$ cat src/rtl/sfk_pkg.sv
// Shared types, constants and the rotation micro-op table for the skeleton
// forward kinematics core. No dependencies.
package sfk_pkg;

    localparam int MAX_JOINTS  = 256;
    localparam int STORE_DEPTH = MAX_JOINTS * 16;
    localparam int ADDR_W      = $clog2(STORE_DEPTH);
    localparam int JOINT_LIM   = (MAX_JOINTS < 256) ? MAX_JOINTS : 256;

    localparam logic [1:0] Q_W = 2'd0;
    localparam logic [1:0] Q_X = 2'd1;
    localparam logic [1:0] Q_Y = 2'd2;
    localparam logic [1:0] Q_Z = 2'd3;

    typedef enum logic [1:0] {
        OP_ROT,
        OP_SCL,
        OP_PAR
    } op_kind_t;

    typedef enum logic [2:0] {
        S_IDLE,
        S_ROT,
        S_ROT_WAIT,
        S_SCL,
        S_SCL_WAIT,
        S_PAR,
        S_PAR_WAIT,
        S_OUT
    } state_t;

    typedef struct packed {
        logic     valid;
        op_kind_t kind;
        logic     first;
        logic     bias;
        logic     neg;
        logic     dbl;
        logic     last;
        logic [3:0] dst;
    } mac_ctl_t;

    typedef struct packed {
        mac_ctl_t   mac;
        logic [1:0] ia;
        logic [1:0] ib;
        logic [1:0] kk;
    } issue_t;

    typedef struct packed {
        logic        valid;
        op_kind_t    kind;
        logic [3:0]  dst;
        logic [31:0] data;
    } wb_t;

    typedef struct packed {
        logic [1:0] ia;
        logic [1:0] ib;
        logic       neg;
        logic       bias;
    } rot_op_t;

    // Two accumulate steps per rotation element; the first of r00, r11 and
    // r22 starts from one in Q4.28.
    function automatic rot_op_t rot_op(input logic [4:0] step);
        rot_op_t op;
        op = '{ia: Q_W, ib: Q_W, neg: 1'b0, bias: 1'b0};
        case (step)
            5'd0:  op = '{ia: Q_Y, ib: Q_Y, neg: 1'b1, bias: 1'b1};
            5'd1:  op = '{ia: Q_Z, ib: Q_Z, neg: 1'b1, bias: 1'b0};
            5'd2:  op = '{ia: Q_X, ib: Q_Y, neg: 1'b0, bias: 1'b0};
            5'd3:  op = '{ia: Q_W, ib: Q_Z, neg: 1'b1, bias: 1'b0};
            5'd4:  op = '{ia: Q_X, ib: Q_Z, neg: 1'b0, bias: 1'b0};
            5'd5:  op = '{ia: Q_W, ib: Q_Y, neg: 1'b0, bias: 1'b0};
            5'd6:  op = '{ia: Q_X, ib: Q_Y, neg: 1'b0, bias: 1'b0};
            5'd7:  op = '{ia: Q_W, ib: Q_Z, neg: 1'b0, bias: 1'b0};
            5'd8:  op = '{ia: Q_X, ib: Q_X, neg: 1'b1, bias: 1'b1};
            5'd9:  op = '{ia: Q_Z, ib: Q_Z, neg: 1'b1, bias: 1'b0};
            5'd10: op = '{ia: Q_Y, ib: Q_Z, neg: 1'b0, bias: 1'b0};
            5'd11: op = '{ia: Q_W, ib: Q_X, neg: 1'b1, bias: 1'b0};
            5'd12: op = '{ia: Q_X, ib: Q_Z, neg: 1'b0, bias: 1'b0};
            5'd13: op = '{ia: Q_W, ib: Q_Y, neg: 1'b1, bias: 1'b0};
            5'd14: op = '{ia: Q_Y, ib: Q_Z, neg: 1'b0, bias: 1'b0};
            5'd15: op = '{ia: Q_W, ib: Q_X, neg: 1'b0, bias: 1'b0};
            5'd16: op = '{ia: Q_X, ib: Q_X, neg: 1'b1, bias: 1'b1};
            5'd17: op = '{ia: Q_Y, ib: Q_Y, neg: 1'b1, bias: 1'b0};
            default: op = '{ia: Q_W, ib: Q_W, neg: 1'b0, bias: 1'b0};
        endcase
        return op;
    endfunction

endpackage

$ cat src/rtl/sfk_mac.sv
// Shared 32x32 multiply-accumulate unit with rounding and saturation at
// write-back. Depends on sfk_pkg.
module sfk_mac (
    input  logic                 aclk,
    input  logic                 aresetn,
    input  sfk_pkg::mac_ctl_t    ctl_in,
    input  logic signed [31:0]   op_a,
    input  logic signed [31:0]   op_b,
    output logic                 busy,
    output sfk_pkg::wb_t         wb
);

    localparam logic signed [67:0] ONE28 = 68'sd268435456;
    localparam logic signed [67:0] MAXV  = 68'sh7FFFFFFF;
    localparam logic signed [67:0] MINV  = -68'sh80000000;

    sfk_pkg::mac_ctl_t  ctl2_reg, ctl3_reg;
    logic signed [63:0] prod_reg;
    logic signed [67:0] acc_reg, acc_next;
    logic signed [67:0] term, rnd, shd;

    always_comb begin
        term = {{4{prod_reg[63]}}, prod_reg};
        if (ctl2_reg.dbl) begin
            term = term <<< 1;
        end
        if (ctl2_reg.neg) begin
            term = -term;
        end
        if (ctl2_reg.first) begin
            acc_next = (ctl2_reg.bias ? ONE28 : 68'sd0) + term;
        end else begin
            acc_next = acc_reg + term;
        end
    end

    always_ff @(posedge aclk) begin
        if (!aresetn) begin
            ctl2_reg <= '0;
            ctl3_reg <= '0;
        end else begin
            ctl2_reg <= ctl_in;
            ctl3_reg <= ctl2_reg;
        end
        prod_reg <= op_a * op_b;
        if (ctl2_reg.valid) begin
            acc_reg <= acc_next;
        end
    end

    always_comb begin
        if (ctl3_reg.kind == sfk_pkg::OP_ROT) begin
            rnd = acc_reg + 68'sd2048;
            shd = rnd >>> 12;
        end else begin
            rnd = acc_reg + 68'sd32768;
            shd = rnd >>> 16;
        end
        wb.valid = ctl3_reg.valid && ctl3_reg.last;
        wb.kind  = ctl3_reg.kind;
        wb.dst   = ctl3_reg.dst;
        if (shd > MAXV) begin
            wb.data = 32'h7FFFFFFF;
        end else if (shd < MINV) begin
            wb.data = 32'h80000000;
        end else begin
            wb.data = shd[31:0];
        end
    end

    assign busy = ctl2_reg.valid || ctl3_reg.valid;

endmodule

$ cat config.mk
export PLATFORM = sky130hd
export DESIGN_NAME = sfk_mac
export DESIGN_NICKNAME = d
export VERILOG_FILES = /design/src/rtl/sfk_pkg.sv /design/src/rtl/sfk_mac.sv
export SDC_FILE = /design/constraint.sdc
export NUM_CORES = 2
export LEC_CHECK = 0
export BUFFER_PORTS_ARGS = -buffer_cell sky130_fd_sc_hd__buf_2
export CORE_AREA = 2 2 378 230
export CTS_CLUSTER_DIAMETER = 80
export DETAILED_ROUTE_END_ITERATION = 8
export DIE_AREA = 0 0 380 232
export PLACE_DENSITY = 0.77
export SYNTH_ARGS = -nofsm -noshare
export SYNTH_HDL_FRONTEND = slang
export SYNTH_SLANG_ARGS = --single-unit
$ cat constraint.sdc
create_clock -name aclk -period 12.3 [get_ports aclk]
set_clock_uncertainty 0.1 [all_clocks]
set_input_delay 2.46 -clock aclk [delete_from_list [all_inputs] [get_ports aclk]]
set_output_delay 2.46 -clock aclk [all_outputs]
set_load 0.02 [all_outputs]
=== Yosys cells after proc, flatten, opt, wreduce, memory -nomap -nowiden ===
Cells that the tools add are included.

* $add $sub $neg: 5
* Multiply operators: 1
* Magnitude comparators: 2
* Muxes and demuxes: 7
* Reduce and logical (&&, ||, !) cells: 3

{| class="wikitable"
|+ Operators with widths
! cell !! number
|-
| 68-bit 2-to-1 mux || 3
|-
| 30-bit by 68-bit adder with 68-bit output || 1
|-
| 68-bit by 13-bit adder with 68-bit output, second input constant || 1
|-
| 68-bit by 17-bit adder with 68-bit output, second input constant || 1
|-
| 68-bit adder || 1
|-
| 68-bit by 32-bit greater-than comparator with 1-bit output, second input constant || 1
|-
| 68-bit by 32-bit < comparator with 1-bit output, second input constant || 1
|-
| 65-bit negation with 68-bit output || 1
|-
| 32-bit by 32-bit multiplier with 64-bit output || 1
|-
| 32-bit 2-to-1 mux || 2
|-
| 64-bit 2-to-1 mux || 1
|-
| 29-bit 2-to-1 mux || 1
|-
| 2-bit zero test || 1
|-
| 1-bit logical AND || 1
|-
| 1-bit logical OR || 1
|}

* Register bits after elaboration: 152
* Input port bits: 78
* Output and inout port bits: 40
* Logic and storage cells: 32

=== Logic depth before layout (Yosys ltp) ===
* Depth in word-level cells: 5
* Gate-level depth with buffers: 30
* Depth with buffers taken out: 29

=== Least setup slack after synthesis ===
OpenSTA, ideal clock, no wires.

* Path kind: input-to-reg
* From: input op_a[31]
* To: register prod_reg[62]
* Arrival: 10.031 ns
* Required time: 12.140 ns
* Slack: 2.109 ns
* Stages: 25
* Path buffers: 2
* Cell sequence: clkbuf_1 > nand2_1 > inv_1 > fa_1 > inv_1 > fa_1 > inv_1 > fa_1 > fa_1 > inv_1 > fa_1 > inv_1 > fa_1 > inv_1 > fa_1 > fa_1 > inv_1 > ha_1 > clkbuf_1 > nand4_1 > or3_1 > o21ai_0 > a31oi_1 > nor4b_1 > a311o_1

* Cells in the longest elaborated chain, start to end: 1

{| class="wikitable"
|+ RTL lines
! item !! line !! source
|-
| start, declared || sfk_mac.sv:7 || <nowiki>input logic signed [31:0] op_a,</nowiki>
|-
| 32-bit by 32-bit multiplier with 64-bit output || sfk_mac.sv:45 || <nowiki>prod_reg <= op_a * op_b;</nowiki>
|-
| end signal, assigned || sfk_mac.sv:45 ||
|-
| end, declared || sfk_mac.sv:18 || <nowiki>logic signed [63:0] prod_reg;</nowiki>
|}

Every way passes these cells.
A chain may end at the register's enable or synchronous reset.

=== Worst setup path after layout ===
* From: input op_b[24]
* To: register prod_reg[63]

* Cells in the longest elaborated chain, start to end: 1

{| class="wikitable"
|+ RTL lines
! item !! line !! source
|-
| start, declared || sfk_mac.sv:8 || <nowiki>input logic signed [31:0] op_b,</nowiki>
|-
| 32-bit by 32-bit multiplier with 64-bit output || sfk_mac.sv:45 ||
|}

Every way passes these cells.

==> summary.txt <==
Outcome: completed
Register area share after synthesis: 7.38%
Mapped Area: 50500 µm²
Hold WC Path Type: register to register
Core area: 84700 µm²
Synth Register Bits: 152
WP data required: 12570 ps
Share of the synthesized area in the top cell type: 43.0%
Root Driver: clkbuf_16
CP Capture Type: register
Post-synthesis compound-gate area fraction: 9.07%
Worst-margin pin slew: 1150 ps
Number of global-route vias before repair: 41.6k
Synth area leader: fa_1
# IOs: 118
Mux contribution to synthesized area: 0.540%
Adder-Cell Fraction of Synth Area: 49.2%
Number of synthesized flops with an enable pin: 68
Detailed Place HPWL: 108 mm
Fin. max-slew vios: 0
Largest net degree at the start of global routing: 88
Worst-path clk slew: 60 ps
Post CTS Setup Buffer Count: 0
Syn nets: 7261
Vias: 39.9k
TritonCTS Buffers: 25
Total negative setup slack: 0 ps
DRT antenna net count: 0
Top-count cell post-synth: inv_1
Main combinational cell family by area after synthesis: adder cells
Final net count: 7110
Crit path time final: 10760 ps
Reg-to-Reg End: acc_reg[57]
FF-to-FF path depth: 21
Grt total ovfl: 0
Die area: 88200 µm²
Ranking of synthesized cells by area: fa_1 43%, inv_1 8.6%, and2_1 6.5%
Ys flop type: dfxtp_1
Max Cap Viol: 0
YS warnings: 0
Critical Path End: prod_reg[63]
Die width: 380 µm
CTS H-tree lvls: 4
Number of core rows: 83
PostCTS Resize Cnt: 0
CTS tree: built
Slew headroom: 23.4%
GP Congestion: 0.968
1st-iter DRT viols: 3499
Initial Util: 59.6%
DR vias/cell: 5.83
FF-to-FF setup slack: 4360 ps
Fmax: 92.9 MHz
Worst Setup Start Kind: input pin
Hold buffers post-CTS: 0
DIE HEIGHT: 232 µm
Fraction of registers with async set/reset: 0%
Post-synthesis simple-gate area fraction: 18.3%
Critical Path Start: op_b[24]
Mean Syn Cell Area: 8.63 µm²
Worst reg2reg path startpoint: ctl2_reg[5]
Post-synth top cells: 1152 x inv_1, 1083 x fa_1, 678 x nand2_1, 526 x and2_1, 303 x clkbuf_1
First-pass GRT wire length: 227 mm
Part of the cycle the worst path needs: 87.5%
DRC viols: 0
DR WL/cell: 20.1 µm
Distinct cell type count of the synthesized netlist: 73
Initial antenna violation count: 2
Final setup fails: 0
Crit Path Class: input pin to register
Post-Synth XOR/XNOR Area: 4.39%
Max reg flops: 68
Port Buf Inserts: 117
Fin. Hold Viols: 0
Synthesis-to-finish area growth: 3.42%
CP Max Fanout: 32
Worst skew pair latency: 500 ps
First-pass DRT Iterations: 7
Cells after synthesis: 5846
Share of cells above drive strength 1: 3.93%
Overall routing resource usage: 32.6%
Clock sinks: 152
Clock buffer depth: 3
Unrepaired setup endpoints after global routing: no
Final wirelength: 137 mm
Arrival @ worst endpoint: 11030 ps
## critical path: stages
cell,delay [ps]
buf_2,730
nand2_1,180
fa_1,560
inv_1,60
fa_1,490
inv_1,50
fa_1,560
inv_1,70
fa_1,540
fa_1,560
fa_1,540
fa_1,540
inv_1,60
fa_1,530
inv_1,40
ha_1,320
nand2_1,140
or3_1,400
a211o_1,340
a2111oi_0,670
o211ai_1,270
a31oi_1,360
o21ai_0,190
a21oi_1,160
nor2_1,60
xnor2_1,120
## per-stage QoR
step                util [%]  cell area [µm²]  setup WS (ps)  std cells  hold WS, ps
floorplan                  -            50500           2110       5846          312
global placement        60.8            51500           1420       6815          314
detailed placement      60.8            51500           1270       6815          318
CTS                     61.6            52200           1740       6848          333
global route            61.6            52200           1170       6849          339
finish                  61.6            52200           1540       6849          333
## metal layers
layer / up-vias / routed length (µm) / GRT usage, % / share of wire (%)
li1: 17600 / - / - / -
met1: 20000 / 59000 / 47.6 / 43
met2: 2065 / 58000 / 47.9 / 42
met3: 236 / 16700 / 9.20 / 12
met4: 2 / 3730 / 8.40 / 2.7
met5: - / 11 / 0.272 / 0.0080
## cells by family after synthesis
kind of cell | Yosys count
AOI/OAI and AO/OA | 756
xor gates and xnor gates | 252
adders and majority gates | 1337
buffers and inverters | 1480
DFF | 152
muxes | 27
and+or+nand+nor | 1842
## area by class of cell
class	count	area (µm²)
inverters	1152	4320
clock inverters	5	28.8
repair buffers	150	833
well taps	1147	1440
fillers	7218	32500
clock buffers	28	657
flip-flops and latches	152	3730
multi-input cells	4214	41200
diodes	1	2.50
## cells in the final DEF (no fill, tap or decap), types with 20 or more instances in the layout
master,n
inv_1,1151
nor2b_1,84
nand3_1,85
buf_4,33
clkbuf_16,25
nor3_1,49
a21o_1,81
nand2b_1,34
nor2_1,201
xor2_1,116
nor4_1,20
and2_1,525
o21ai_0,211
dfxtp_1,80
mux2i_1,25
buf_2,117
ha_1,254
o211ai_1,48
xnor2_1,135
or3_1,42
a21oi_1,256
and3_1,28
edfxtp_1,68
nand4_1,40
fa_1,1083
nand2_1,678
a211oi_1,27
## worst min path at each step
stage	from	end	cells past startpoint
floorplan	ctl2_reg[4]	ctl3_reg[4]	1
global placement	ctl2_reg[3]	wb[35]	1
detailed placement	ctl2_reg[1]	wb[33]	1
CTS	ctl2_reg[1]	wb[33]	1
global route	ctl2_reg[1]	wb[33]	1
finish	ctl2_reg[1]	wb[33]	1
Power is not shown: default switching activity piles up to over one toggle a cycle in this logic, so the estimate is an artifact.
